## src/rtl/wis_pkg.sv

```systemverilog
// Package for the interscale soft threshold block: widths, codes and the
// job record passed from the front end to the back end. No dependencies.
package wis_pkg;

  localparam int NUM_BANDS  = 16;
  localparam int COEF_W     = 24;
  localparam int BAND_W     = 4;
  localparam int SEL_W      = 2;
  localparam int OUTC_W     = 3;
  localparam int BCNT_W     = 5;
  localparam int FRAC_BITS  = 12;
  localparam int DIV_STEPS  = FRAC_BITS;
  localparam int PROD_W     = COEF_W + FRAC_BITS + 1;
  localparam int FIFO_AW    = 2;
  localparam int FIFO_DEPTH = 1 << FIFO_AW;

  localparam logic [BCNT_W-1:0] FS_DEC   = BCNT_W'(0);
  localparam logic [BCNT_W-1:0] NS_DEC   = BCNT_W'(1);
  localparam logic [BCNT_W-1:0] FS_UNDEC = BCNT_W'(2);
  localparam logic [BCNT_W-1:0] NS_UNDEC = BCNT_W'(3);
  localparam logic [BCNT_W-1:0] BANDS_RST = BCNT_W'(NUM_BANDS);

  localparam logic REQ_WRITE = 1'b0;
  localparam logic REQ_COEF  = 1'b1;

  localparam logic CFG_UNDEC = 1'b0;
  localparam logic CFG_BANDS = 1'b1;

  localparam logic [SEL_W-1:0] SEL_N1 = 2'd0;
  localparam logic [SEL_W-1:0] SEL_N2 = 2'd1;
  localparam logic [SEL_W-1:0] SEL_P1 = 2'd2;
  localparam logic [SEL_W-1:0] SEL_P2 = 2'd3;

  typedef enum logic [OUTC_W-1:0] {
    OC_ZEROED  = 3'd0,
    OC_SCALED  = 3'd1,
    OC_KEPT    = 3'd2,
    OC_WRITTEN = 3'd3,
    OC_ERROR   = 3'd4
  } outcome_t;

  typedef struct packed {
    logic              undec;
    logic [BCNT_W-1:0] nb;
  } cfg_t;

  // a = |w - t1|, d = |t2 - t1|, a < d for a ramp job
  typedef struct packed {
    outcome_t                 outcome;
    logic signed [COEF_W-1:0] val;
    logic signed [COEF_W-1:0] w;
    logic [COEF_W-1:0]        a;
    logic [COEF_W-1:0]        d;
  } job_t;

endpackage

```

## src/rtl/wis_stream_if.sv

```systemverilog


interface wis_out_if import wis_pkg::*; ();
  logic                     valid;
  logic                     ready;
  logic signed [COEF_W-1:0] out_coeff;
  logic [OUTC_W-1:0]        outcome;

  modport source (output valid, out_coeff, outcome, input ready);
  modport sink   (input valid, out_coeff, outcome, output ready);
endinterface

```

## src/rtl/wis_back.sv

```systemverilog
// Back end: pipelined restoring divider for the ramp ratio, multiply,
// truncation and output register. Depends on wis_pkg, wis_out_if.
module wis_back import wis_pkg::*; (
  input  logic      clk,
  input  logic      rst_n,
  input  logic      q_empty,
  input  job_t      head,
  output logic      pop,
  wis_out_if.source out_ch
);

  typedef struct packed {
    outcome_t                 outcome;
    logic signed [COEF_W-1:0] val;
    logic signed [COEF_W-1:0] w;
    logic [COEF_W-1:0]        rem;
    logic [COEF_W-1:0]        d;
    logic [FRAC_BITS-1:0]     q;
  } div_t;

  function automatic div_t div_step(div_t x);
    div_t y;
    logic [COEF_W:0] rem2, dd;
    y    = x;
    rem2 = {x.rem, 1'b0};
    dd   = {1'b0, x.d};
    if (rem2 >= dd) begin
      y.rem = COEF_W'(rem2 - dd);
      y.q   = {x.q[FRAC_BITS-2:0], 1'b1};
    end else begin
      y.rem = rem2[COEF_W-1:0];
      y.q   = {x.q[FRAC_BITS-2:0], 1'b0};
    end
    return y;
  endfunction

  div_t st_r [DIV_STEPS];
  logic [DIV_STEPS-1:0] sv_r;
  div_t head_d;

  logic                     mv_r;
  outcome_t                 moc_r;
  logic signed [COEF_W-1:0] mval_r;
  logic signed [PROD_W-1:0] prod_r, adj;

  logic                     ov_r;
  logic signed [COEF_W-1:0] oval_r;
  outcome_t                 ooc_r;
  logic adv;

  assign adv = !ov_r || out_ch.ready;
  assign pop = adv && !q_empty;

  always_comb begin
    head_d.outcome = head.outcome;
    head_d.val     = head.val;
    head_d.w       = head.w;
    head_d.rem     = head.a;
    head_d.d       = head.d;
    head_d.q       = '0;
  end

  always_ff @(posedge clk) begin
    if (adv) begin
      st_r[0] <= div_step(head_d);
      for (int k = 1; k < DIV_STEPS; k++) begin
        st_r[k] <= div_step(st_r[k-1]);
      end
      moc_r  <= st_r[DIV_STEPS-1].outcome;
      mval_r <= st_r[DIV_STEPS-1].val;
      prod_r <= st_r[DIV_STEPS-1].w * $signed({1'b0, st_r[DIV_STEPS-1].q});
      ooc_r  <= moc_r;
      oval_r <= (moc_r == OC_SCALED) ? COEF_W'(adj >>> FRAC_BITS) : mval_r;
    end
  end

  assign adj = prod_r + (prod_r[PROD_W-1] ? PROD_W'((1 << FRAC_BITS) - 1) : '0);

  always_ff @(posedge clk) begin
    if (!rst_n) begin
      sv_r <= '0;
      mv_r <= 1'b0;
      ov_r <= 1'b0;
    end else if (adv) begin
      sv_r <= {sv_r[DIV_STEPS-2:0], pop};
      mv_r <= sv_r[DIV_STEPS-1];
      ov_r <= mv_r;
    end
  end

  assign out_ch.valid     = ov_r;
  assign out_ch.out_coeff = oval_r;
  assign out_ch.outcome   = ooc_r;

  a_ramp_bounds: assert property (@(posedge clk) disable iff (!rst_n)
    (pop && head.outcome == OC_SCALED) |-> (head.a < head.d))
    else $error("ramp numerator not below denominator");
  a_nonramp_passes: assert property (@(posedge clk) disable iff (!rst_n)
    (adv && mv_r && moc_r != OC_SCALED) |=> (oval_r == $past(mval_r)))
    else $error("non-ramp value altered");

endmodule

```

## src/flat_wrapper.sv

```systemverilog
// flat-port wrapper written by rule: the top's interface ports become plain ports
module wis_back_flat import wis_pkg::*;
  (clk, rst_n, q_empty, head, pop, out_ch_valid, out_ch_out_coeff, out_ch_outcome, out_ch_ready);
  wis_out_if out_ch_i ();
  input  logic clk;
  input  logic rst_n;
  input  logic q_empty;
  input  job_t head;
  output logic pop;
  output wire logic [$bits(out_ch_i.valid)-1:0] out_ch_valid;
  output wire logic [$bits(out_ch_i.out_coeff)-1:0] out_ch_out_coeff;
  output wire logic [$bits(out_ch_i.outcome)-1:0] out_ch_outcome;
  input wire logic [$bits(out_ch_i.ready)-1:0] out_ch_ready;
  assign out_ch_valid = out_ch_i.valid;
  assign out_ch_out_coeff = out_ch_i.out_coeff;
  assign out_ch_outcome = out_ch_i.outcome;
  assign out_ch_i.ready = out_ch_ready;
  wis_back u_core (.clk(clk), .rst_n(rst_n), .q_empty(q_empty), .head(head), .pop(pop), .out_ch(out_ch_i));
endmodule
```

## config.mk

```make
export PLATFORM = sky130hd
export DESIGN_NAME = wis_back_flat
export DESIGN_NICKNAME = d
export VERILOG_FILES = /design/src/rtl/wis_pkg.sv /design/src/rtl/wis_stream_if.sv /design/src/rtl/wis_back.sv /design/src/flat_wrapper.sv
export SDC_FILE = /design/constraint.sdc
export NUM_CORES = 2
export LEC_CHECK = 0
export BUFFER_PORTS_ARGS = -buffer_cell sky130_fd_sc_hd__buf_4
export CAP_MARGIN = 20
export CORE_MARGIN = 3
export CORE_UTILIZATION = 55
export DETAILED_ROUTE_END_ITERATION = 16
export HOLD_SLACK_MARGIN = 0.03
export PLACE_DENSITY = 0.71
export SYNTH_ARGS = -nofsm -noshare
export SYNTH_HDL_FRONTEND = slang
export SYNTH_SLANG_ARGS = --single-unit
export TNS_END_PERCENT = 100
```

## constraint.sdc

```tcl
create_clock -name clk -period 84.6 [get_ports clk]
set_input_delay 4.23 -clock clk [delete_from_list [all_inputs] [get_ports clk]]
set_output_delay 4.23 -clock clk [all_outputs]
set_load 0.02 [all_outputs]
```

== Yosys cells after proc, flatten, opt, wreduce, memory -nomap -nowiden ==
Memories as Yosys holds them, arrays and structs flattened.
Cells that the tools add are included.

* Register bits after elaboration: 105
* RAM bits: 1332
* Input bits: 103
* Word-level logic and storage cells: 92
* Memories: 1

* Eq/ne operators: 1
* Add/sub/neg operators: 13
* Order comparisons: 12
* Mux-type cells: 52
* Multiply operators: 1
* Reductions and logical operators: 4

{| class="wikitable"
|+ Memory list
! name !! depth !! width !! read ports !! clocked after memory_dff !! write ports !! RTL line !! RTL
|-
| u_core.st_r || 12 || 111 || 12 || 0 || 12 || wis_back.sv:37 || <nowiki>div_t st_r [DIV_STEPS];</nowiki>
|}

{| class="wikitable"
|+ Operators with widths
! operator !! number
|-
| 24-bit two-way mux || 25
|-
| 25-bit by 24-bit >= comparator with 1-bit output || 12
|-
| 24-bit subtractor || 12
|-
| 12-bit two-way mux || 13
|-
| 24-bit by 13-bit multiplier with 37-bit output || 1
|-
| 36-bit adder || 1
|-
| 1-bit two-way mux || 14
|-
| 3-bit by 1-bit == test with 1-bit output, second input constant || 1
|-
| 1-bit logical NOT || 2
|-
| 1-bit logical AND || 1
|-
| 1-bit logical OR || 1
|}

== Longest topological paths before layout ==
* Depth after elaboration: 4
* Gate-level depth with buffers: 24

== Least setup slack after synthesis ==
No wires, ideal clock.

* Path kind: in2reg
* Start: input port out_ch_ready
* End: register u_core.moc_r[0], read port of u_core.st_r, enable pin
* Path buffers: 2
* Stages on the path: 4
* Path slack: 42492 ps
* Arrival time: 39919 ps
* Cell sequence: nor2b_1 clkbuf_1 inv_1 clkbuf_1

* Longest elaborated chain between the ends: 1

{| class="wikitable"
|+ RTL lines
! item !! RTL line !! RTL
|-
| start, declared || flat_wrapper.sv:13 || <nowiki>input wire logic [$bits(out_ch_i.ready)-1:0] out_ch_ready;</nowiki>
|-
| 1-bit logical OR || wis_back.sv:51 || <nowiki>assign adv = !ov_r || out_ch.ready;</nowiki>
|-
| end, declared || wis_back.sv:42 || <nowiki>outcome_t moc_r;</nowiki>
|}

Every way passes these cells.
A chain may end at the register's enable or synchronous reset.

==> flow_summary.toml <==
[worst_setup_path]
end_kind = "flip-flop"
startpoint_type = "input port"
max_stage_delay_ns = 0.87
crit_end = "u_core.st_r[1][350]"
reg2reg_from = "u_core.out_ch.valid"
cp.required_ns = 84.96
worstPathArrival_ns = 10.38
critPathBufInv = 11
r2r_end = "u_core.st_r[1][350]"
crit_top_cell = "buf_4"
r2r_slack_ns = 77.75
worstSetupStartpoint = "out_ch_ready"
path_delay_family = "buffers and inverters"
critical_path_class = "in -> reg"
rr_worst_depth = 11
critPathSlowestCell = "buf_4"
path_cells = "buf_4 -> nor2b_1 -> buf_4 -> inv_8 -> buf_16 -> buf_4 -> buf_4 -> buf_16 -> buf_4 -> buf_4 -> buf_4 -> buf_4"
cp_num_cells = 12
worst-path-max-fanout = 110

[global_routing]
track_usage_pct = 19.8
grt_pass1_wl_um = 199000
grt_pass1_vias = 38000
antenna_found_initial = 3
grt_max_degree = 197
overflow = 0

[die]
dieHeight_um = 356
die_w_um = 356
die-area_mm2 = 0.127
pin_count = 132
rows = 127
start_util_pct = 55.8
coreArea_mm2 = 0.121

[clock_network]
cts.htree.levels = 4
clkSlewWorstSetupHoldPaths_ns = 0.06
clkSinkCount = 1323
post_cts.repair.setup_buffers = 0
cts_resized = 0
root_buffer = "clkbuf_16"
cts_buffers = 137
cts_tree = "built"
clockBufferDepth = 3
holdBufCountCts = 0
clock_latency_ns = 0.76

[synth]
syn_area_mm2 = 0.0675
synth-edff-count = 1309
synth_ff_type = "edfxtp_1"
yosys_warnings = 0
ys_seq_elements = 1323
syn_inst = 5101
synth_cell_types = 77
synth-async-reset-ratio_pct = 0
syn_avg_cell_area_um2 = 13.2
syn_nets = 5854
ys_seq_area_share_pct = 58.6

[timing]
min_period_ns = 10.02
finalCritPeriodShare_pct = 11.8
setup_tns_ns = 0
finalHoldViolations = 0
max_slew_margin_pct = 25.8
worst_slew_pin_slew_ns = 1.08
fin_skew_ns = 0.0425
slew_viol_final = 0
setup_viol = 0
grt_setup_unrepaired = "no"
max_freq_mhz = 99.8

[detailed_routing]
drtAntennaViolNets = 0
wl_per_cell_um = 17.6
routed_wl_um = 123000
drt_iter0_markers = 2551
drc = 0
firstDrtPassIters = 6
route.vias.total = 37600
avgViaCountPerCell = 5.38

[final_layout]
diodes = 0
area_growth_pct = 10.7
layout_common_cells = "1309 x edfxtp_1, 734 x inv_1, 381 x ha_1, 344 x nand2_1, 270 x a21oi_1"
drive_gt1_share_pct = 10.2
final_common_cell = "edfxtp_1"
finalNetCount = 6047

[run]
cap_violations = 0

[hold_path]
min_path_type = "reg -> reg"

[placement]
io_buffers = 131
dp_hpwl_um = 88500
gp_congestion = 0.893

[status]
status = "finished clean"
state kept, by name (all words and copies together) (netlist names):
name and count:
u_core.prod_r 37, u_core.st_r 1218, u_core.out_ch.valid 1, u_core.out_ch.outcome 3, u_core.sv_r 12, u_core.mv_r 1, u_core.mval_r 24, u_core.out_ch.out_coeff 24
u_core.moc_r 3
final cells by class:
cell class / instances / area (um^2)
inverters: 737 / 2770
clock inverters: 70 / 790
repair buffers: 156 / 1270
flip-flops and latches: 1323 / 39600
well taps: 1612 / 2020
multi-input cells: 2939 / 24700
fillers: 9048 / 46200
clock buffers: 164 / 3570
per-stage QoR:
step	worst slack, ns	hold slack [ns]	cells	utilization (%)	area (um^2)
finish	74.58	0.399	7001	61.8	74700
global route	74.07	0.412	7001	61.8	74700
CTS	74.24	0.404	6996	61.7	74600
floorplan	42.49	0.400	5101	-	67500
detailed placement	73.43	0.405	6762	58.1	70300
global placement	73.54	0.401	6762	58.1	70300
Yosys cell counts, types with 49 or more instances:
cell type     n  area share, %
ha_1        381            7.1
and2_1      159            1.5
fa_1        269            8.0
o21ai_0     132           0.98
a21oi_1     270            2.0
nand2_1     344            1.9
a21o_1      129            1.4
xor2_1       90            1.2
xnor2_1     172            2.2
nor2_1      202            1.1
clkbuf_1     81           0.45
mux2_2      159            2.7
inv_1       735            4.1
nor3_1       49           0.36
nand3_1      49           0.36
edfxtp_1   1309             58
worst min-delay path by stage:
| stage | startpoint | endpoint | depth (start not counted) | slack (ns) |
|---|---|---|---|---|
| 2_1_floorplan | u_core.st_r[2][441] | u_core.moc_r[0] | 0 | 0.40 |
| 3_3_place_gp | u_core.st_r[0][218] | u_core.st_r[0][329] | 0 | 0.40 |
| 3_5_place_dp | u_core.st_r[2][426] | u_core.mval_r[9] | 0 | 0.40 |
| 4_1_cts | u_core.st_r[1][319] | u_core.st_r[1][430] | 0 | 0.40 |
| 5_1_grt | u_core.st_r[1][319] | u_core.st_r[1][430] | 0 | 0.41 |
| 6_report | u_core.st_r[1][86] | u_core.st_r[1][197] | 0 | 0.40 |
routing by layer:
metal	global-route usage, %	share of wire [%]
met4	6.42	2.8
met1	25.9	43
met2	33.8	50
met5	0	0.016
met3	3.33	4.3
worst register-to-register path: cells and delay by family (launching register included):
kind	cells	cell delay (ns)
buffers and inverters	10	5.98
AND/OR/NAND/NOR	1	0.12
flip-flops	1	0.30
cells by family after synthesis:
family / share of synthesized area, %
adder cells (fa/ha/maj): 15.0
multiplexers: 2.85
XOR/XNOR: 3.40
AO/OA/AOI/OAI: 7.80
AND/OR/NAND/NOR: 7.51
buffers and inverters: 4.78
flip-flops: 58.6
Power is left out: the tool's default activity adds up to more than one toggle a clock period on the data nets, which glitch-free logic cannot reach.
