`src/rtl/wis_pkg.sv`:
```
// Package for the interscale soft threshold block: widths, codes and the
// job record passed from the front end to the back end. No dependencies.
package wis_pkg;

  localparam int NUM_BANDS  = 16;
  localparam int COEF_W     = 24;
  localparam int BAND_W     = 4;
  localparam int SEL_W      = 2;
  localparam int OUTC_W     = 3;
  localparam int BCNT_W     = 5;
  localparam int FRAC_BITS  = 12;
  localparam int DIV_STEPS  = FRAC_BITS;
  localparam int PROD_W     = COEF_W + FRAC_BITS + 1;
  localparam int FIFO_AW    = 2;
  localparam int FIFO_DEPTH = 1 << FIFO_AW;

  localparam logic [BCNT_W-1:0] FS_DEC   = BCNT_W'(0);
  localparam logic [BCNT_W-1:0] NS_DEC   = BCNT_W'(1);
  localparam logic [BCNT_W-1:0] FS_UNDEC = BCNT_W'(2);
  localparam logic [BCNT_W-1:0] NS_UNDEC = BCNT_W'(3);
  localparam logic [BCNT_W-1:0] BANDS_RST = BCNT_W'(NUM_BANDS);

  localparam logic REQ_WRITE = 1'b0;
  localparam logic REQ_COEF  = 1'b1;

  localparam logic CFG_UNDEC = 1'b0;
  localparam logic CFG_BANDS = 1'b1;

  localparam logic [SEL_W-1:0] SEL_N1 = 2'd0;
  localparam logic [SEL_W-1:0] SEL_N2 = 2'd1;
  localparam logic [SEL_W-1:0] SEL_P1 = 2'd2;
  localparam logic [SEL_W-1:0] SEL_P2 = 2'd3;

  typedef enum logic [OUTC_W-1:0] {
    OC_ZEROED  = 3'd0,
    OC_SCALED  = 3'd1,
    OC_KEPT    = 3'd2,
    OC_WRITTEN = 3'd3,
    OC_ERROR   = 3'd4
  } outcome_t;

  typedef struct packed {
    logic              undec;
    logic [BCNT_W-1:0] nb;
  } cfg_t;

  // a = |w - t1|, d = |t2 - t1|, a < d for a ramp job
  typedef struct packed {
    outcome_t                 outcome;
    logic signed [COEF_W-1:0] val;
    logic signed [COEF_W-1:0] w;
    logic [COEF_W-1:0]        a;
    logic [COEF_W-1:0]        d;
  } job_t;

endpackage

```
`src/rtl/wis_stream_if.sv`:
```
// Request and result channel interfaces with valid/ready handshake.
// Depends on wis_pkg.
interface wis_in_if import wis_pkg::*; ();
  logic                     valid;
  logic                     ready;
  logic                     req_type;
  logic [BAND_W-1:0]        band;
  logic signed [COEF_W-1:0] coeff;
  logic signed [COEF_W-1:0] partner_coeff;
  logic [SEL_W-1:0]         thr_select;
  logic signed [COEF_W-1:0] thr_value;

  modport source (output valid, req_type, band, coeff, partner_coeff, thr_select,
                  thr_value, input ready);
  modport sink   (input valid, req_type, band, coeff, partner_coeff, thr_select,
                  thr_value, output ready);
endinterface


```
`src/rtl/wis_front.sv`:
```
// Front end: accepts requests, holds the threshold memories, classifies
// each request and pushes a job record. Depends on wis_pkg, wis_in_if.
module wis_front import wis_pkg::*; (
  input  logic     clk,
  input  logic     rst_n,
  wis_in_if.sink   in_ch,
  input  cfg_t     cfg,
  input  logic     q_full,
  output logic     push,
  output job_t     job
);

  logic signed [COEF_W-1:0] n1_mem [NUM_BANDS];
  logic signed [COEF_W-1:0] n2_mem [NUM_BANDS];
  logic signed [COEF_W-1:0] p1_mem [NUM_BANDS];
  logic signed [COEF_W-1:0] p2_mem [NUM_BANDS];

  logic signed [COEF_W-1:0] n1_r, n2_r, p1_r, p2_r, pn1_r, pp1_r;
  logic signed [COEF_W-1:0] w_r, pw_r;
  logic va_r, wr_r, wr_ok_r, err_r, fine_r;

  logic en, acc, wr_en, band_ok, err_c, fine_c;
  logic [BCNT_W-1:0] bandx, fs, ns;
  logic [BAND_W-1:0] pband;
  logic signed [COEF_W:0] t1, t2, dif_a, dif_d;

  assign en    = !va_r || !q_full;
  assign in_ch.ready = en;
  assign acc   = in_ch.valid && en;

  assign bandx   = {1'b0, in_ch.band};
  assign fs      = cfg.undec ? FS_UNDEC : FS_DEC;
  assign ns      = cfg.undec ? NS_UNDEC : NS_DEC;
  assign fine_c  = bandx <= fs;
  assign err_c   = (bandx >= cfg.nb) || (fine_c && (bandx + ns >= cfg.nb));
  assign band_ok = bandx < BCNT_W'(NUM_BANDS);
  assign pband   = BAND_W'(bandx + ns);
  assign wr_en   = acc && (in_ch.req_type == REQ_WRITE) && band_ok;

  always_ff @(posedge clk) begin
    if (wr_en) begin
      unique case (in_ch.thr_select)
        SEL_N1: n1_mem[in_ch.band] <= in_ch.thr_value;
        SEL_N2: n2_mem[in_ch.band] <= in_ch.thr_value;
        SEL_P1: p1_mem[in_ch.band] <= in_ch.thr_value;
        SEL_P2: p2_mem[in_ch.band] <= in_ch.thr_value;
      endcase
    end
    if (en) begin
      n1_r    <= n1_mem[in_ch.band];
      n2_r    <= n2_mem[in_ch.band];
      p1_r    <= p1_mem[in_ch.band];
      p2_r    <= p2_mem[in_ch.band];
      pn1_r   <= n1_mem[pband];
      pp1_r   <= p1_mem[pband];
      w_r     <= in_ch.coeff;
      pw_r    <= in_ch.partner_coeff;
      wr_r    <= in_ch.req_type == REQ_WRITE;
      wr_ok_r <= band_ok;
      err_r   <= err_c;
      fine_r  <= fine_c;
    end
  end

  always_ff @(posedge clk) begin
    if (!rst_n) begin
      va_r <= 1'b0;
    end else if (en) begin
      va_r <= acc;
    end
  end

  always_comb begin
    job.outcome = OC_KEPT;
    job.val     = w_r;
    job.w       = w_r;
    t1          = {p1_r[COEF_W-1], p1_r};
    t2          = {p2_r[COEF_W-1], p2_r};
    if (wr_r) begin
      job.outcome = wr_ok_r ? OC_WRITTEN : OC_ERROR;
      job.val     = '0;
    end else if (err_r) begin
      job.outcome = OC_ERROR;
      job.val     = '0;
    end else if (w_r > n1_r && w_r < p1_r) begin
      job.outcome = OC_ZEROED;
      job.val     = '0;
    end else if (fine_r && !(pw_r < pn1_r || pw_r > pp1_r)) begin
      job.outcome = OC_ZEROED;
      job.val     = '0;
    end else if (w_r > p1_r && w_r < p2_r) begin
      job.outcome = OC_SCALED;
    end else if (w_r < n1_r && w_r > n2_r) begin
      job.outcome = OC_SCALED;
      t1          = {n1_r[COEF_W-1], n1_r};
      t2          = {n2_r[COEF_W-1], n2_r};
    end
    dif_a = {w_r[COEF_W-1], w_r} - t1;
    dif_d = t2 - t1;
    if (dif_d[COEF_W]) begin
      dif_a = -dif_a;
      dif_d = -dif_d;
    end
    job.a = dif_a[COEF_W-1:0];
    job.d = dif_d[COEF_W-1:0];
  end

  assign push = va_r && !q_full;

endmodule

```
`src/flat_wrapper.sv`:
```
// flat-port wrapper written by rule: the top's interface ports become plain ports
module wis_front_flat import wis_pkg::*;
  (clk, rst_n, cfg, q_full, push, job, in_ch_valid, in_ch_req_type, in_ch_band, in_ch_coeff, in_ch_partner_coeff, in_ch_thr_select, in_ch_thr_value, in_ch_ready);
  wis_in_if in_ch_i ();
  input  logic clk;
  input  logic rst_n;
  input  cfg_t cfg;
  input  logic q_full;
  output logic push;
  output job_t job;
  input wire logic [$bits(in_ch_i.valid)-1:0] in_ch_valid;
  input wire logic [$bits(in_ch_i.req_type)-1:0] in_ch_req_type;
  input wire logic [$bits(in_ch_i.band)-1:0] in_ch_band;
  input wire logic [$bits(in_ch_i.coeff)-1:0] in_ch_coeff;
  input wire logic [$bits(in_ch_i.partner_coeff)-1:0] in_ch_partner_coeff;
  input wire logic [$bits(in_ch_i.thr_select)-1:0] in_ch_thr_select;
  input wire logic [$bits(in_ch_i.thr_value)-1:0] in_ch_thr_value;
  output wire logic [$bits(in_ch_i.ready)-1:0] in_ch_ready;
  assign in_ch_i.valid = in_ch_valid;
  assign in_ch_i.req_type = in_ch_req_type;
  assign in_ch_i.band = in_ch_band;
  assign in_ch_i.coeff = in_ch_coeff;
  assign in_ch_i.partner_coeff = in_ch_partner_coeff;
  assign in_ch_i.thr_select = in_ch_thr_select;
  assign in_ch_i.thr_value = in_ch_thr_value;
  assign in_ch_ready = in_ch_i.ready;
  wis_front u_core (.clk(clk), .rst_n(rst_n), .in_ch(in_ch_i), .cfg(cfg), .q_full(q_full), .push(push), .job(job));
endmodule
```
`config.mk`:
```
export PLATFORM = sky130hd
export DESIGN_NAME = wis_front_flat
export DESIGN_NICKNAME = d
export VERILOG_FILES = /design/src/rtl/wis_pkg.sv /design/src/rtl/wis_stream_if.sv /design/src/rtl/wis_front.sv /design/src/flat_wrapper.sv
export SDC_FILE = /design/constraint.sdc
export NUM_CORES = 2
export LEC_CHECK = 0
export BUFFER_PORTS_ARGS = -buffer_cell sky130_fd_sc_hd__buf_2
export CAP_MARGIN = 20
export CORE_MARGIN = 2
export CORE_UTILIZATION = 49
export DETAILED_ROUTE_END_ITERATION = 6
export HOLD_SLACK_MARGIN = 0.05
export REMOVE_ABC_BUFFERS = 1
export SYNTH_ARGS = -nofsm -noshare
export SYNTH_HDL_FRONTEND = slang
export SYNTH_SLANG_ARGS = --single-unit
```
`constraint.sdc`:
```
create_clock -name clk -period 24.3 [get_ports clk]
set_clock_uncertainty 0.1 [all_clocks]
set_input_delay 2.43 -clock clk [delete_from_list [all_inputs] [get_ports clk]]
set_output_delay 2.43 -clock clk [all_outputs]
set_load 0.01 [all_outputs]
```
**Word level (Yosys, flattened, before mapping)**

Memory sizes are Yosys's and may differ from the RTL's. A register that Yosys moved wholly into a read port is not among the register bits.
Cells that the tools add are included.

- Memories kept: 4
- Bits in writable memories: 1536
- Word-level logic and storage cells: 84
- Bits in registers: 53
- Output and inout bits: 101

Memories:

| memory | depth | bits a word | rd ports | clocked after memory_dff | wr ports | line | source |
|---|---|---|---|---|---|---|---|
| u_core.n1_mem | 16 | 24 | 2 | 2 | 1 | wis_front.sv:13 | `logic signed [COEF_W-1:0] n1_mem [NUM_BANDS];` |
| u_core.n2_mem | 16 | 24 | 1 | 1 | 1 | wis_front.sv:14 | `logic signed [COEF_W-1:0] n2_mem [NUM_BANDS];` |
| u_core.p1_mem | 16 | 24 | 2 | 2 | 1 | wis_front.sv:15 | `logic signed [COEF_W-1:0] p1_mem [NUM_BANDS];` |
| u_core.p2_mem | 16 | 24 | 1 | 1 | 1 | wis_front.sv:16 | `logic signed [COEF_W-1:0] p2_mem [NUM_BANDS];` |

- Magnitude comparators: 12
- Reductions and logical operators: 16
- Add/subtract/negate cells: 5
- Multiplexer cells: 36
- Bitwise gates (word level): 1
- Equal/unequal tests: 3

Operators by type and width:

| cell | number |
|---|---|
| 25-bit two-way mux | 12 |
| 24-bit greater-than comparator | 4 |
| 24-bit < comparator | 4 |
| 27-bit two-way mux | 3 |
| 24-bit two-way mux | 3 |
| 24-bit negator | 2 |
| 25-bit subtractor | 1 |
| 24-bit subtractor | 1 |
| 1-bit two-way mux | 12 |
| 1-bit logical AND | 9 |
| 3-bit two-way mux | 3 |
| 2-bit two-way mux | 3 |
| 4-bit by 5-bit adder with 5-bit output | 1 |
| 4-bit by 5-bit greater-or-equal comparator with 1-bit output | 1 |
| 5-bit greater-or-equal comparator | 1 |
| 4-bit by 5-bit less-or-equal comparator with 1-bit output | 1 |
| 4-bit by 5-bit < comparator with 1-bit output (second input constant) | 1 |
| 2-bit equality test (second input constant) | 2 |
| 1-bit logical NOT | 3 |
| 1-bit logical OR | 3 |
| 2-bit by 1-bit equality test with 1-bit output (second input constant) | 1 |
| 2-bit logical NOT | 1 |
| 1-bit inverter | 1 |

**Logic depth before layout (Yosys ltp)**

- Depth after elaboration: 11
- Mapped depth: 34
- Gate-level depth less buffers: 30

**Worst setup path before layout**

Ideal clock, no wire load.

- Path kind: register to output
- From: register u_core.w_r[23]
- To: output job[23] in the netlist's numbering
- Slack: 14.823 ns
- Cell stages (with the launch flop): 33
- Buffers on the path: 3
- Arrival: 6.947 ns
- Path through: edfxtp_1 -> ha_1 -> nand4_1 -> nor3_1 -> a221oi_1 -> o21ai_0 -> o21ba_2 -> or2_2 -> a311oi_2 -> nand2_1 -> clkbuf_1 -> clkbuf_1 -> clkbuf_1 -> nand2_1 -> nand2_1 -> ha_1 -> fa_1 -> nor2_1 -> mux2i_1 -> o21ai_0 -> o221ai_1 -> nand2_1 -> nand2_1 -> nor3_2 -> a311o_2 -> a21oi_2 -> or4_4 -> a21oi_4 -> and4b_4 -> nand4b_2 -> or3_4 -> o41ai_2 -> xnor2_1

RTL lines:

| item | line | source |
|---|---|---|
| from (decl) | wis_front.sv:19 | `logic signed [COEF_W-1:0] w_r, pw_r;` |
| from (signal assigned) | wis_front.sv:56 | `w_r <= in_ch.coeff;` |
| to (decl) | flat_wrapper.sv:10 | `output job_t job;` |

==> impl_metrics.env <==
export IMPL_worst_slew_pin_slew_ns=1.13
export IMPL_core_mm2=0.158
export IMPL_hold_ws_ns=0.487
export IMPL_min_period_over_period=0.495
export IMPL_synth_edff_count=1731
export IMPL_synth_top_family_by_area="multiplexers"
export IMPL_cp_common_cell="o21ai_0"
export IMPL_fp_dieW_um=403
export IMPL_gp_congestion=0.908
export IMPL_synth_area_per_cell_um2=19.4
export IMPL_first_pass_iters=6
export IMPL_worstHoldStart="u_core.va_r"
export IMPL_wl_per_cell_um=33.5
export IMPL_r2r_end="u_core.p2_mem[8][12]"
export IMPL_syn_inst=4019
export IMPL_finalNetCount=4578
export IMPL_fin_setup_tns_ns=0
export IMPL_die_y_um=403
export IMPL_synth_adder_area_share=0.0325
export IMPL_critPathLaunchType="register"
export IMPL_yosysSeqAreaShare=0.666
export IMPL_final_cells=6509
export IMPL_reg2reg_slack_ns=20.21
export IMPL_grt_ovfl_total=0
export IMPL_postCtsSetupBuffers=0
export IMPL_min_delay_path_class="reg2reg"
export IMPL_critPathMaxFanout=52
export IMPL_dr_total_vias=41700
export IMPL_worst_ep_arrival_time_ns=9.50
export IMPL_end_kind="output port"
export IMPL_clock_root_buffer="clkbuf_16"
export IMPL_ios=190
export IMPL_synthArstFlopShare=0
export IMPL_rsz0062_at_grt="false"
export IMPL_hold_viol=0
export IMPL_synthMuxAreaShare=0.209
export IMPL_timing_slew_headroom=0.246
export IMPL_dp_hpwl_um=131000
export IMPL_p_leak_uw=0.0290
export IMPL_cp_top_family="compound AO/OA/AOI/OAI gates"
export IMPL_post_place_ws_ns=13.23
export IMPL_power_uw=7350
export IMPL_whs_path_depth=2
export IMPL_fmax_mhz=83.2
export IMPL_cts_buffer_depth=3
export IMPL_htree_levels=4
export IMPL_cts_repair_resized=0
export IMPL_synthSimpleGateAreaFrac=0.0320
export IMPL_grt_pass1_vias=41900
export IMPL_dp_cells=6177
export IMPL_grt_antenna_before_repair=18
export IMPL_wirelength_um=218000
export IMPL_ys_flop_type="edfxtp_1"
export IMPL_cts_tree="yes"
export IMPL_cts_buffers=178
export IMPL_drc_errors=0
export IMPL_rows=146
export IMPL_regToRegStartpoint="u_core.va_r"
export IMPL_clkSinkCount=1732
export IMPL_cp_slowest_stage_delay_ns=0.89
export IMPL_max_cap_violations=0
export IMPL_crit_path_top_delay_cell="a41oi_2"
export IMPL_cts_hold_buf=0
export IMPL_finalSetupViolations=0
export IMPL_min_to="u_core.va_r"
export IMPL_drtIter0Drc=4470
export IMPL_yosys_area_share_xor_xnor=0.0107
export IMPL_finalWorstSetupSlack_ns=12.27
export IMPL_ys_types=101
export IMPL_path_buf_inv=3
export IMPL_synth_compound_area_frac=0.0317
export IMPL_start_util=0.493
export IMPL_vdd_drop_max_uv=75.9
export IMPL_p_per_area_mw_per_mm2=83.3
export IMPL_port_buffers=189
export IMPL_die_area_mm2=0.163
export IMPL_r2r_worst_path_cells=5
export IMPL_grt_pass1_wl_um=310000
export IMPL_vias_per_cell=6.40
export IMPL_fin_crit_ns=12.03
export IMPL_grt_max_degree=123
export IMPL_syn2layout_area_growth_pct=12.9
export IMPL_clock_latency_ns=0.84
export IMPL_drive_gt1_frac=0.309
export IMPL_final_max_slew_viol_count=0
export IMPL_yosysWarnings=0
export IMPL_critPathKind="reg2out"
export IMPL_status="finished clean"
export IMPL_track_usage=0.271
export IMPL_synth_seq_cells=1732
export IMPL_postRouteAntennaNets=0
export IMPL_syn_cell_area_mm2=0.0781
export IMPL_worstPathRequired_ns=21.77
export IMPL_clk_pin_slew_ns=0.06
## through the flow
step / util / cell area (um2)
floorplan: - / 77300
global placement: 0.519 / 82200
detailed placement: 0.520 / 82300
CTS: 0.556 / 88000
global route: 0.557 / 88200
finish: 0.557 / 88200
## cell type report
cell class                 instances  area, um2
inverter                         176        661
sequential                      1732      52000
clock buffer                     209       4570
multi-input combinational       1910      25200
tap                             2072       2590
clock inverter                   112       1150
fill                           12000      70200
antenna                            4       10.0
timing repair buffer             294       2000
## Yosys cell counts (3+ instances only)
library cell / instances / area share
edfxtp_1: 1731 / 0.67
and4_1: 4 / 0.00045
a31oi_1: 16 / 0.0013
o21bai_1: 10 / 0.00096
o21ai_1: 5 / 0.00032
mux4_2: 721 / 0.21
and2_1: 28 / 0.0022
o21ai_0: 72 / 0.0046
or2_2: 7 / 0.00056
o311ai_0: 5 / 0.00056
nand2_1: 121 / 0.0058
nand2b_1: 11 / 0.00088
a21o_1: 29 / 0.0028
nand4_1: 29 / 0.0023
nand3_1: 35 / 0.0022
o31ai_1: 11 / 0.0011
nor2_1: 160 / 0.0077
a41oi_1: 3 / 0.00034
o31a_1: 4 / 0.00045
buf_1: 59 / 0.0028
mux2i_1: 8 / 0.0010
clkbuf_1: 137 / 0.0066
o21a_1: 7 / 0.00067
and3_1: 14 / 0.0011
xor2_1: 27 / 0.0030
a21boi_0: 5 / 0.00048
nor4_1: 10 / 0.00080
or3_1: 11 / 0.00088
a221oi_1: 7 / 0.00079
a211oi_1: 10 / 0.00096
fa_1: 3 / 0.00077
xnor2_1: 68 / 0.0076
inv_1: 176 / 0.0085
nor3_1: 24 / 0.0015
ha_1: 194 / 0.031
a21oi_1: 132 / 0.0085
maj3_1: 5 / 0.00064
a2111oi_0: 4 / 0.00045
o211ai_1: 12 / 0.0012
nor2b_1: 25 / 0.0020
a311oi_1: 3 / 0.00034
## worst register-to-register path, cell delays in order (launching register included)
cell     delay [ns]
dfxtp_1        0.34
nand2_4        0.51
buf_4          0.60
and3_1         0.29
nand3_2        0.67
nor2_4         1.16
## registers in the layout (all words and copies together) (netlist names)
register,flops
u_core.p2_mem,384
u_core.n2_r,24
u_core.n1_mem,384
u_core.wr_r,1
u_core.p2_r,24
u_core.n2_mem,384
u_core.pn1_r,24
u_core.n1_r,24
u_core.pp1_r,24
u_core.err_r,1
u_core.fine_r,1
u_core.va_r,1
u_core.p1_r,24
u_core.pw_r,24
u_core.p1_mem,384
u_core.w_r,24
## placed cells by master (no fill, tap or decap), types with 8 or more instances in the layout
cell type | netlist | routed
nand2b_1 | 11 | 11
o21ai_0 | 72 | 72
nand3_1 | 35 | 34
mux4_2 | 721 | 721
xor2_1 | 27 | 26
buf_4 | 2 | 91
clkinv_16 | 0 | 10
nor4_1 | 10 | 9
xnor2_1 | 68 | 67
and2_1 | 28 | 28
nor3_1 | 24 | 24
nor2b_1 | 25 | 25
nor2_4 | 1 | 65
inv_1 | 176 | 176
a211oi_1 | 10 | 10
bufinv_16 | 0 | 13
a31oi_1 | 16 | 16
o31ai_1 | 11 | 11
nand2_1 | 121 | 119
mux2i_1 | 8 | 8
and3_1 | 14 | 14
ha_1 | 194 | 194
clkinv_1 | 0 | 46
o211ai_1 | 12 | 12
buf_2 | 2 | 185
clkinv_2 | 0 | 31
o21bai_1 | 10 | 10
edfxtp_1 | 1731 | 1731
nand4_1 | 29 | 29
nor2_1 | 160 | 96
or3_1 | 11 | 11
a21oi_1 | 132 | 132
clkbuf_16 | 0 | 178
clkbuf_1 | 137 | 31
a21o_1 | 29 | 29
## per-layer routing
layer  track usage  share of wire  up-vias
met1         0.387           0.42    22400
met3        0.0382          0.065      289
met4        0.0654          0.023       14
li1              -              -    17400
met5             0        0.00041        -
met2         0.446           0.50     1584
## where the power goes
group / switching, uW / internal [uW]
logic: 753 / 511
clock network: 1180 / 1500
registers: 55.1 / 3350
total: 1990 / 5360
## worst max-delay path by stage
stage,from,to,slack (ns),cells after the start
after floorplan,u_core.w_r[1],job[11],13.58,27
after global placement,u_core.w_r[2],job[16],13.34,29
after detailed placement,u_core.w_r[2],job[11],13.23,29
after CTS,u_core.w_r[2],job[23],12.30,31
after global routing,u_core.w_r[2],job[3],11.41,29
final,u_core.w_r[2],job[11],12.27,29
## cell families after synthesis
kind of cell	after synthesis
buf+inv	377
xor+xnor	95
fa+ha+maj	202
compound gates	378
mux	729
simple gates	506
flops	1732
Power figures use the tool's default switching activity.
