==> config.mk <==
export PLATFORM = sky130hd
export DESIGN_NAME = wis_fifo
export DESIGN_NICKNAME = d
export VERILOG_FILES = /design/src/rtl/wis_pkg.sv /design/src/rtl/wis_fifo.sv
export SDC_FILE = /design/constraint.sdc
export NUM_CORES = 1
export LEC_CHECK = 0
export BUFFER_PORTS_ARGS = -buffer_cell sky130_fd_sc_hd__buf_2
export CORE_ASPECT_RATIO = 1.75
export CORE_MARGIN = 2
export CORE_UTILIZATION = 45
export CTS_BUF_LIST = sky130_fd_sc_hd__clkbuf_4 sky130_fd_sc_hd__clkbuf_8
export DETAILED_ROUTE_END_ITERATION = 6
export RECOVER_POWER = 25
export SYNTH_ARGS = -nofsm -noshare
export SYNTH_HDL_FRONTEND = slang
export SYNTH_SLANG_ARGS = --single-unit
==> constraint.sdc <==
create_clock -name clk -period 6.7 [get_ports clk]
set_clock_uncertainty 0.1 [all_clocks]
set_input_delay 0.335 -clock clk [delete_from_list [all_inputs] [get_ports clk]]
set_output_delay 0.335 -clock clk [all_outputs]
set_load 0.02 [all_outputs]
==> src/rtl/wis_pkg.sv <==
// Package for the interscale soft threshold block: widths, codes and the
// job record passed from the front end to the back end. No dependencies.
package wis_pkg;

  localparam int NUM_BANDS  = 16;
  localparam int COEF_W     = 24;
  localparam int BAND_W     = 4;
  localparam int SEL_W      = 2;
  localparam int OUTC_W     = 3;
  localparam int BCNT_W     = 5;
  localparam int FRAC_BITS  = 12;
  localparam int DIV_STEPS  = FRAC_BITS;
  localparam int PROD_W     = COEF_W + FRAC_BITS + 1;
  localparam int FIFO_AW    = 2;
  localparam int FIFO_DEPTH = 1 << FIFO_AW;

  localparam logic [BCNT_W-1:0] FS_DEC   = BCNT_W'(0);
  localparam logic [BCNT_W-1:0] NS_DEC   = BCNT_W'(1);
  localparam logic [BCNT_W-1:0] FS_UNDEC = BCNT_W'(2);
  localparam logic [BCNT_W-1:0] NS_UNDEC = BCNT_W'(3);
  localparam logic [BCNT_W-1:0] BANDS_RST = BCNT_W'(NUM_BANDS);

  localparam logic REQ_WRITE = 1'b0;
  localparam logic REQ_COEF  = 1'b1;

  localparam logic CFG_UNDEC = 1'b0;
  localparam logic CFG_BANDS = 1'b1;

  localparam logic [SEL_W-1:0] SEL_N1 = 2'd0;
  localparam logic [SEL_W-1:0] SEL_N2 = 2'd1;
  localparam logic [SEL_W-1:0] SEL_P1 = 2'd2;
  localparam logic [SEL_W-1:0] SEL_P2 = 2'd3;

  typedef enum logic [OUTC_W-1:0] {
    OC_ZEROED  = 3'd0,
    OC_SCALED  = 3'd1,
    OC_KEPT    = 3'd2,
    OC_WRITTEN = 3'd3,
    OC_ERROR   = 3'd4
  } outcome_t;

  typedef struct packed {
    logic              undec;
    logic [BCNT_W-1:0] nb;
  } cfg_t;

  // a = |w - t1|, d = |t2 - t1|, a < d for a ramp job
  typedef struct packed {
    outcome_t                 outcome;
    logic signed [COEF_W-1:0] val;
    logic signed [COEF_W-1:0] w;
    logic [COEF_W-1:0]        a;
    logic [COEF_W-1:0]        d;
  } job_t;

endpackage

==> src/rtl/wis_fifo.sv <==
// Short job queue between front and back end.
// Depends on wis_pkg.
module wis_fifo import wis_pkg::*; (
  input  logic clk,
  input  logic rst_n,
  input  logic push,
  input  job_t din,
  output logic full,
  input  logic pop,
  output job_t dout,
  output logic empty
);

  job_t mem [FIFO_DEPTH];
  logic [FIFO_AW-1:0] wp_r, rp_r;
  logic [FIFO_AW:0]   cnt_r;

  assign full  = cnt_r == (FIFO_AW+1)'(FIFO_DEPTH);
  assign empty = cnt_r == '0;
  assign dout  = mem[rp_r];

  always_ff @(posedge clk) begin
    if (push) begin
      mem[wp_r] <= din;
    end
  end

  always_ff @(posedge clk) begin
    if (!rst_n) begin
      wp_r  <= '0;
      rp_r  <= '0;
      cnt_r <= '0;
    end else begin
      if (push) wp_r <= wp_r + 1'b1;
      if (pop)  rp_r <= rp_r + 1'b1;
      cnt_r <= cnt_r + (FIFO_AW+1)'(push) - (FIFO_AW+1)'(pop);
    end
  end

  a_no_overflow: assert property (@(posedge clk) disable iff (!rst_n)
    !(push && full)) else $error("push into full queue");
  a_no_underflow: assert property (@(posedge clk) disable iff (!rst_n)
    !(pop && empty)) else $error("pop from empty queue");

endmodule

# Yosys cells after proc, flatten, opt, wreduce, memory -nomap -nowiden
# Memory sizes are Yosys's and may differ from the RTL's. A register that Yosys moved wholly into a read port is not among the register bits.
# Index checks and enable logic that the tools add are counted.
[totals] regBits=7 ramBits=396 inputBits=103 wordCells=14 n_memories=1
[mem_list] memory="mem" words=4 width=99 rd=1 rd_clocked_by_memory_dff=1 wr=1 line_no="wis_fifo.sv:14" rtl="job_t mem [FIFO_DEPTH];"
[op_classes] n_addsub=4 eq_ne=1 muxes=4 reduce_logical=1
[op_table] cell="2-bit by 1-bit adder with 2-bit output, second input constant" n=2
[op_table] cell="2-bit 2-to-1 mux" n=2
[op_table] cell="3-bit by 1-bit adder with 3-bit output" n=1
[op_table] cell="3-bit equality test, second input constant" n=1
[op_table] cell="3-bit zero test" n=1
[op_table] cell="3-bit by 1-bit subtractor with 3-bit output" n=1
[op_table] cell="1-bit 2-to-1 mux" n=2

# Depth between registers and ports, before layout
# Gate-level depths: netlist of run 1.
[logic_depth] depth_word=3 depth_mapped=7 depth_no_buf=7

# Worst setup path after synthesis of run 1
# No wires, ideal clock.
[synth_path] path_type="flip-flop to flip-flop" from="register wp_r[0]" to="memory mem[0][0] (netlist bit) (enable)" setup_time_ps=469 arrival_time_ps=2831 t_required_ps=6131 path_slack_ps=3300 path_stages_with_launch=4 cell_sequence="dfxtp_1 -> inv_1 -> ha_1 -> and2_1"
[synth_rtl] item="start, declared" line_no="wis_fifo.sv:15" rtl="logic [FIFO_AW-1:0] wp_r, rp_r;"
[synth_rtl] item="start signal, assigned" line_no="wis_fifo.sv:34" rtl="if (push) wp_r <= wp_r + 1'b1;"
[synth_rtl] item="end, declared" line_no="wis_fifo.sv:14"
# Straight into the memory's write port.

==> results_dict.tcl, run 1 <==
set metrics [dict create \
    use_met3_pct 4.50 \
    vias 6976 \
    die_y_um 243 \
    synth.area.top_cells "edfxtp_1 81%, mux4_2 15%, dfxtp_1 1.2%, ha_1 0.51%, buf_2 0.34%" \
    synth_mux_area_share_pct 15.2 \
    seqPwrFrac_pct 55.0 \
    synthDistinctLibCells 21 \
    leakage_uw 0.00606 \
    critical_path_arrival_ps 3050 \
    rsz0062_at_grt "false" \
    criticalPathCategory "register to output pin" \
    first_pass_iters 4 \
    min_path_cells 2 \
    core_um2 32200 \
    critical_path_depth 3 \
    synth_area_per_cell_um2 26.2 \
    grt_overflow 0 \
    rr_endpoint "mem[2][28]" \
    clock-root-buffer "clkbuf_8" \
    required_ps 6260 \
    rows 87 \
    grt_max_degree 70 \
    path_buf_inv 2 \
    hold_path_end "mem[3][44]" \
    cts_tree "built" \
    clk-insertion-delay-late_ps 590 \
    reg2reg_slack_ps 4160 \
    synth_xor_area_share_pct 0.281 \
    antenna_found_initial 4 \
    netlist_area_um2 14700 \
    p_sw_uw 1260 \
    wl_um 29200 \
    clock_path_buffers 3 \
    fmax_mhz 287 \
    cts.repair.resized 0 \
    synth-seq-area-share_pct 82.2 \
    cellPowerDensity_nw_per_um2 297 \
    crit_fanout 45 \
    ios 204 \
    remaining_drc_errors 0 \
    clkTransAtPathRegs_ps 60 \
    outcome "finished, final reports clean" \
    pwr-share-clk_pct 33.5 \
    fin_area_um2 18200 \
    hold_path.class "input pin to register" \
    areaGrowthSynthToFinish_pct 23.6 \
    fin_tns_setup_ps 0 \
    layout_common_cells "396 x edfxtp_1, 143 x buf_2, 102 x dlygate4sd3_1" \
    die_x_um 141 \
    synth_top_cell_area_share_pct 80.9 \
    synth_fa_ha_area_share_pct 0.647 \
    drt.antenna.violating_nets 0 \
    syn-instance-count 560 \
    numCtsBuffers 54 \
    period_needed_ps 3490 \
    p_comb_share_pct 11.5 \
    end_kind "output pin" \
    synth-compound-area-share_pct 0.102 \
    grt_use_met1_pct 17.4 \
    tightest_slew_ps 1030 \
    fillers 2468 \
    yosysTopAreaCell "edfxtp_1" \
    ys_ff_latch 405 \
    synth-simple-area-share_pct 0.511 \
    cap_violations 0 \
    slowest_stage "dfxtp_4" \
    r2r_cells 4 \
    nets 1016 \
    timing.rr.start "wp_r[0]" \
    place_congestion 0.714 \
    grt_pass1_wl_um 44100 \
    p_sw_share_pct 23.4 \
    slew_headroom_pct 31.4 \
    synth_top_family_by_area "multiplexers" \
    seq_area_um2 12100 \
    ys_warn_count 0 \
    crit_path_start_kind "register" \
    peakVddDrop_mv 0.200 \
    place_hpwl_um 17100 \
    cts_sinks 405 \
    track_usage_pct 17.2 \
    finalMaxSlewViolations 0 \
    final_common_cell "edfxtp_1" \
    worstPathCellList "buf_4 > mux4_2 > buf_2" \
    fin_crit_sh_pct 52.1 \
    placed_area_um2 16200 \
    viasPerCell 5.17 \
    hold_viol 0 \
    setup_viol 0 \
    slowest_delay_ps 960 \
    drt_iter0_markers 252 \
    h-tree-depth 2 \
    start_util_pct 45.6 \
    dieArea_um2 34200 \
    drive_gt1_share_pct 36.2 \
    grt-busiest-layer "met2" \
    internal_power_uw 4130 \
    wl_per_cell_um 21.6 \
    multi_input_area_um2 2480 \
    io_buffers 203 \
    gr-usage-met2_pct 33.3 \
    crit_family "flip-flops" \
    holdCritStartpoint "din[44]" \
    syn_nets 670 \
    grt_pass1_vias 8029 \
]
==> worst max-delay path by stage <==
| stage | startpoint | to | slack, ps |
|---|---|---|---|
| floorplan | wp_r[0] | mem[0][0] | 3300 |
| global placement | register | dout[2] | 3710 |
| detailed placement | register | dout[2] | 3710 |
| CTS | register | dout[2] | 3040 |
| global route | register | dout[2] | 2930 |
| finish | register | dout[51] | 3210 |
==> routing by layer <==
layer	part of all wire, %	vias to the layer above
met5	0.14	-
met4	2.8	6
met3	5.3	57
met2	57	183
met1	35	3626
li1	-	3104
==> timing repair <==
item                      CTS  global route
hold endpoints to repair  405             0
buffers inserted            0             0
hold buffers              102             0
==> state kept, by name (all words and copies together), names as in the netlist, named ones only <==
| signal | count |
|---|---|
| cnt_r | 3 |
| mem | 396 |
| rp_r | 2 |
| wp_r | 2 |
==> power groups by stage <==
stage | Sequential (µW) | Clock, µW | Combinational, µW
2_1_floorplan | 2990 | 0 | 391
3_3_place_gp | 3010 | 0 | 575
3_5_place_dp | 3020 | 0 | 587
4_1_cts | 2970 | 1850 | 639
5_1_grt | 2970 | 1960 | 663
6_report | 2960 | 1810 | 620
==> cell families (layout without fill, tap and decap cells) <==
| kind of cell | count (synthesis) | count (layout) |
|---|---|---|
| XOR/XNOR | 3 | 3 |
| flip-flops | 405 | 405 |
| AO/OA/AOI/OAI | 2 | 2 |
| multiplexers | 100 | 100 |
| other | 0 | 1 |
| buffers and inverters | 29 | 417 |
| adder cells (fa/ha/maj) | 7 | 7 |
| AND/OR/NAND/NOR | 14 | 14 |
==> worst reg2reg max path, delay by kind of cell (launching register included) <==
family	cells	cell delay (ps)
fa+ha+maj	1	150
buf+inv	2	1000
flops	1	350
simple gates	1	520
==> cell usage after synthesis (all sizes together) <==
| cell type | n |
|---|---|
| dfxtp | 9 |
| nand3b | 1 |
| clkbuf | 8 |
| edfxtp | 396 |
| a21bo | 1 |
| fa | 1 |
| inv | 7 |
| a21oi | 1 |
| xor3 | 1 |
| and2 | 6 |
| mux2i | 1 |
| nor3 | 1 |
| ha | 6 |
| mux4 | 99 |
| buf | 14 |
| xnor2 | 2 |
| nor2 | 5 |
| and3 | 1 |
==> per-stage QoR <==
step	hold slack, ps	util, %	power (µW)	worst slack, ps	cells
final	414	56.4	5390	3210	1349
after global routing	393	56.4	5600	2930	1349
after CTS	322	56.6	5460	3040	1348
after floorplan	334	-	3390	3300	560
after global placement	415	50.1	3580	3710	1148
after detailed placement	425	50.1	3610	3710	1148
==> cell type report <==
| class | instances | share of cell area (%) |
|---|---|---|
| Inverter | 7 | 0.145 |
| Antenna cell | 1 | 0.0138 |
| Multi-Input combinational cell | 126 | 13.6 |
| Sequential cell | 405 | 66.5 |
| Clock buffer | 74 | 4.92 |
| Tap cell | 400 | 2.76 |
| Timing Repair Buffer | 312 | 11.1 |
| Clock inverter | 24 | 0.910 |
No activity file was read; power rests on OpenSTA's default activity.
==> run 2, diff against run 1 <==
--- a/config.mk
+++ b/config.mk
@@ -5,12 +5,14 @@
 export SDC_FILE = /design/constraint.sdc
 export NUM_CORES = 1
 export LEC_CHECK = 0
+export ABC_AREA = 1
 export BUFFER_PORTS_ARGS = -buffer_cell sky130_fd_sc_hd__buf_2
 export CORE_ASPECT_RATIO = 1.75
 export CORE_MARGIN = 2
 export CORE_UTILIZATION = 45
 export CTS_BUF_LIST = sky130_fd_sc_hd__clkbuf_4 sky130_fd_sc_hd__clkbuf_8
 export DETAILED_ROUTE_END_ITERATION = 6
+export PLACE_DENSITY = 0.67
 export RECOVER_POWER = 25
 export SYNTH_ARGS = -nofsm -noshare
 export SYNTH_HDL_FRONTEND = slang
==> constraint.sdc (replaced) <==
create_clock -name clk -period 2.8 [get_ports clk]
set_clock_uncertainty 0.1 [all_clocks]
set_input_delay 0.14 -clock clk [delete_from_list [all_inputs] [get_ports clk]]
set_output_delay 0.14 -clock clk [all_outputs]
set_load 0.02 [all_outputs]
==> results_dict.tcl, run 2 <==
set metrics [dict create \
    synth-seq-area-share_pct 73.4 \
    io_buffers 203 \
    tightest_slew_ps 515 \
    grt_max_degree 88 \
    synth-edff-count 396 \
    h-tree-depth 2 \
    wl_um 32900 \
    syn-instance-count 1210 \
    seqPwrFrac_pct 52.1 \
    fin_cells 2040 \
    criticalPathCategory "register to output pin" \
    crit_path_start_kind "register" \
    synth_top_cell_area_share_pct 72.3 \
    postSynth.asyncResetShare_pct 0 \
    fin_crit_sh_pct 86.6 \
    place_hpwl_um 19300 \
    period_needed_ps 2430 \
    antenna_found_initial 4 \
    grt_overflow 0 \
    synth_commonest_cells "396 x edfxtp_1, 213 x inv_1, 208 x nand2_1" \
    dieArea_um2 38200 \
    finalMaxSlewViolations 0 \
    grt_pass1_wl_um 50800 \
    fin_tns_setup_ps 0 \
    final_common_cell "edfxtp_1" \
    critical_path_arrival_ps 2190 \
    drive_gt1_share_pct 21.8 \
    ios 204 \
    reg2reg_slack_ps 820 \
    place_inst 1837 \
    peakVddDrop_mv 0.432 \
    synth.area.top_cells "edfxtp_1 72%, inv_1 4.9%, nand2_1 4.7%, a21oi_2 3.2%, o211ai_1 3.1%" \
    vias 9997 \
    ys_ff_latch 405 \
    grt_pass1_vias 10000 \
    core_um2 36000 \
    leakage_uw 0.00760 \
    hold_path.class "input pin to register" \
    netlist_area_um2 16400 \
    postCtsHoldBufs 103 \
    track_usage_pct 17.0 \
    ys_warn_count 0 \
    start_util_pct 45.6 \
    layout_common_cells "396 x edfxtp_1, 209 x inv_1, 208 x nand2_1" \
    internal_power_uw 10200 \
    yosysTopAreaCell "edfxtp_1" \
    syn_nets 1320 \
    areaGrowthSynthToFinish_pct 21.9 \
    largest_reg_flops 396 \
    wl_per_cell_um 16.1 \
    cap_violations 0 \
    synthDistinctLibCells 19 \
    end_kind "output pin" \
    slew_headroom_pct 65.6 \
    clkTransAtPathRegs_ps 70 \
    min_path_cells 2 \
    timing.rr.start "wp_r[1]" \
    hold_path_end "mem[2][6]" \
    top_register "mem" \
    clock-root-buffer "clkbuf_8" \
    fillers 2885 \
    p_comb_share_pct 11.9 \
    pwr-share-clk_pct 35.9 \
    cts_tree "built" \
    hold_viol 0 \
    fmax_mhz 412 \
    synth_ff_type "edfxtp_1" \
    rows 92 \
    largestRegisters "mem x396, cnt_r x3" \
    die_y_um 257 \
    p_sw_share_pct 23.9 \
    required_ps 2560 \
    cellPowerDensity_nw_per_um2 671 \
    die_x_um 149 \
    holdCritStartpoint "din[6]" \
    rsz0062_at_grt "false" \
    rr_endpoint "mem[1][0]" \
    place_congestion 0.725 \
    clk-insertion-delay-late_ps 590 \
    clock_path_buffers 3 \
    numCtsBuffers 55 \
    drt_iter0_markers 618 \
    cts.repair.resized 0 \
    first_pass_iters 5 \
    yosysMostFrequentCell "edfxtp_1" \
    cts_sinks 405 \
    drt.antenna.violating_nets 0 \
    r2r_cells 5 \
    setup_viol 0 \
    post-cts-setup-buffers 0 \
    remaining_drc_errors 0 \
    crit_fanout 87 \
    nets 1637 \
    synth_area_per_cell_um2 13.6 \
    p_sw_uw 3220 \
    viasPerCell 4.90 \
    outcome "finished, final reports clean" \
]
[run 2: critical path, stage by stage, from the launching register on]
cell	delay (ps)
dfxtp_4	650
buf_12	390
nand2_1	100
o211ai_1	90
nand2_1	150
buf_2	190
[run 2: final cells by class]
class / instances / area (µm²) / area share, %
antenna: 2 / 5.00 / 0.0250
clock buffer: 75 / 913 / 4.56
clock inverter: 23 / 284 / 1.42
inverter: 213 / 815 / 4.06
multi-input combinational: 526 / 3050 / 15.2
sequential: 405 / 12100 / 60.3
tap: 470 / 588 / 2.93
timing repair buffer: 326 / 2300 / 11.5
[run 2: worst max-delay path by stage]
stage | end | slack, ps | depth (start not counted)
after floorplan | mem[0][0] | 170 | 4
after global placement | mem[0][6] | 840 | 5
after detailed placement | mem[0][6] | 810 | 5
after CTS | dout[85] | 300 | 5
after global routing | dout[85] | 200 | 5
final | dout[37] | 370 | 5
[run 2: logic make-up (layout without fill, tap and decap cells)]
| kind of cell | after synthesis | in the layout | share of synthesized area, % |
|---|---|---|---|
| flops | 405 | 405 | 73.4 |
| compound gates | 307 | 307 | 13.1 |
| buf+inv | 279 | 637 | 8.03 |
| simple gates | 212 | 212 | 4.85 |
| fa+ha+maj | 7 | 7 | 0.578 |
| other cells | 0 | 2 | 0 |
[run 2: layer usage]
| metal | routed length (µm) | vias to the layer above | track usage, % | share of wire (%) |
|---|---|---|---|---|
| li1 | - | 4846 | - | - |
| met1 | 12500 | 4829 | 18.7 | 38 |
| met2 | 17600 | 241 | 31.5 | 53 |
| met3 | 1570 | 77 | 3.05 | 4.8 |
| met4 | 1280 | 4 | 8.04 | 3.9 |
| met5 | 21 | - | 0 | 0.064 |
[run 2: metrics by stage]
| stage | worst slack (ps) | power (µW) | utilization (%) | hold slack [ps] | area, µm² |
|---|---|---|---|---|---|
| floorplan | 166 | 8130 | - | 132 | 16500 |
| global placement | 840 | 8630 | 49.6 | 249 | 17900 |
| detailed placement | 814 | 8670 | 49.6 | 258 | 17900 |
| CTS | 297 | 13600 | 55.8 | 139 | 20100 |
| global route | 204 | 14000 | 55.6 | 205 | 20000 |
| finish | 375 | 13500 | 55.6 | 215 | 20000 |
[run 2: power groups by stage]
stage | clock network [µW] | logic [µW] | registers, µW
3_5_place_dp | 0 | 1520 | 7150
3_3_place_gp | 0 | 1490 | 7140
4_1_cts | 4980 | 1640 | 7020
2_1_floorplan | 0 | 1000 | 7120
5_1_grt | 5220 | 1750 | 7030
6_report | 4840 | 1600 | 7020
==> run 3, diff against run 2 <==
--- a/config.mk
+++ b/config.mk
@@ -12,7 +12,6 @@
 export CORE_UTILIZATION = 45
 export CTS_BUF_LIST = sky130_fd_sc_hd__clkbuf_4 sky130_fd_sc_hd__clkbuf_8
 export DETAILED_ROUTE_END_ITERATION = 6
-export PLACE_DENSITY = 0.67
 export RECOVER_POWER = 25
 export SYNTH_ARGS = -nofsm -noshare
 export SYNTH_HDL_FRONTEND = slang
==> constraint.sdc (replaced) <==
create_clock -name clk -period 2.5 [get_ports clk]
set_clock_uncertainty 0.1 [all_clocks]
set_input_delay 0.125 -clock clk [delete_from_list [all_inputs] [get_ports clk]]
set_output_delay 0.125 -clock clk [all_outputs]
set_load 0.02 [all_outputs]
==> results_dict.tcl, run 3 (synthesis results as in run 2) <==
set metrics [dict create \
    outcome "finished, final reports clean" \
    die_x_um 149 \
    crit_fanout 86 \
    largestRegisters "mem x396, cnt_r x3" \
    end_kind "output pin" \
    numCtsBuffers 56 \
    start_util_pct 45.6 \
    place_hpwl_um 18600 \
    timing.rr.start "wp_r[0]" \
    grt_max_degree 87 \
    dieArea_um2 38200 \
    holdCritStartpoint "din[13]" \
    first_pass_iters 4 \
    slowest_stage "dfxtp_4" \
    cts_tree "built" \
    remaining_drc_errors 0 \
    slowest_delay_ps 570 \
    crit_path_start_kind "register" \
    crit_path_frequent_cell "nand2_1" \
    place_congestion 0.687 \
    grt_overflow 0 \
    worstPathCellList "buf_12 > nand2_1 > o211ai_1 > nand2_1 > buf_2" \
    fin_cells 2042 \
    clkTransAtPathRegs_ps 70 \
    place_inst 1835 \
    grt_pass1_wl_um 51300 \
    hold_path.class "input pin to register" \
    cts_sinks 405 \
    nets 1636 \
    slew_headroom_pct 54.8 \
    final_common_cell "edfxtp_1" \
    post-cts-setup-buffers 0 \
    peakVddDrop_mv 0.481 \
    grt_use_met1_pct 19.1 \
    wl_per_cell_um 15.9 \
    die_y_um 257 \
    leakage_uw 0.00757 \
    use_met3_pct 3.40 \
    pre_cts_slack_ps 705 \
    layout_common_cells "396 x edfxtp_1, 207 x inv_1, 204 x nand2_1" \
    drt_iter0_markers 464 \
    largest_reg_flops 396 \
    fin_crit_sh_pct 93.5 \
    fillers 3012 \
    rsz0062_at_grt "false" \
    clock-root-buffer "clkbuf_8" \
    period_needed_ps 2340 \
    core_um2 36000 \
    cellPowerDensity_nw_per_um2 737 \
    cap_violations 0 \
    vias 9901 \
    ios 204 \
    setup_viol 0 \
    antenna_found_initial 4 \
    hold_viol 0 \
    track_usage_pct 17.1 \
    gr-usage-met2_pct 32.3 \
    finalMaxSlewViolations 0 \
    clock_path_buffers 3 \
    setup_slack_ps 161 \
    hold-worst-slack_ps 201 \
    io_buffers 203 \
    required_ps 2280 \
    wl_um 32500 \
    critical_path_arrival_ps 2110 \
    top_register "mem" \
    h-tree-depth 2 \
    grt-busiest-layer "met2" \
    postLayoutCoreUtil_pct 55.4 \
    rows 92 \
    areaGrowthSynthToFinish_pct 21.3 \
    drive_gt1_share_pct 22.8 \
    grt_pass1_vias 10200 \
    drt.antenna.violating_nets 0 \
    tightest_slew_ps 677 \
    fmax_mhz 428 \
    clk-insertion-delay-late_ps 590 \
    criticalPathCategory "register to output pin" \
    viasPerCell 4.85 \
    reg2reg_slack_ps 720 \
]
-- run 3: cell types whose count changed in the layout (fill, tap and decap cells not counted), moves of 3 or more --
cell | previous run | this run
nand2_1 | 208 | 204
buf_12 | 15 | 12
ha_1 | 6 | 3
clkbuf_8 | 56 | 62
ha_2 | 0 | 3
clkbuf_1 | 65 | 60
clkinv_2 | 4 | 8
nand2_2 | 0 | 4
bufinv_16 | 7 | 2
buf_2 | 138 | 143
-- run 3: final timing paths --
path,cells after the start,to
max,5,dout[66]
min,2,mem[1][13]
max reg2reg,5,mem[0][23]
min reg2reg,2,register
-- run 3: cell type report --
cell class	instances	area, µm²	share of cell area [%]
clock inverters	21	141	0.709
well taps	470	588	2.95
clock buffers	79	981	4.92
flip-flops and latches	405	12100	60.6
repair buffers	324	2260	11.3
diodes	4	10.0	0.0502
multi-input cells	526	3070	15.4
inverters	213	815	4.08
-- run 3: power by group --
part / leakage (µW) / switching [µW] / internal, µW
clock network: 0.000601 / 2330 / 2720
logic: 0.00326 / 1180 / 611
registers: 0.00371 / 82.3 / 7770
-- run 3: metrics by stage --
stage	area (µm²)	setup TNS, ps	power (µW)
2_1_floorplan	16500	-14500	9110
3_3_place_gp	17900	0	9660
3_5_place_dp	17900	0	9700
4_1_cts	20000	0	14900
5_1_grt	19900	0	15300
6_report	19900	0	14700
-- run 3: repair_timing --
action                                  4_1_cts  5_1_grt
endpoints found under the setup margin        0        2
endpoints found under the hold margin       405        0
resized for setup                             0        1
hold buffers                                103        0
-- run 3: worst max-delay path, delay by kind of cell (launching register included) --
family	cells	cell delay [ps]
buffers and inverters	2	530
flip-flops	1	570
AND/OR/NAND/NOR	2	220
AO/OA/AOI/OAI	1	110
-- run 3: per-layer routing --
layer / vias up / share of wire (%) / wire length, µm
li1: 4849 / - / -
met1: 4782 / 39 / 12700
met2: 208 / 54 / 17400
met3: 62 / 4.8 / 1550
met4: 0 / 2.5 / 811
met5: - / 0 / 0
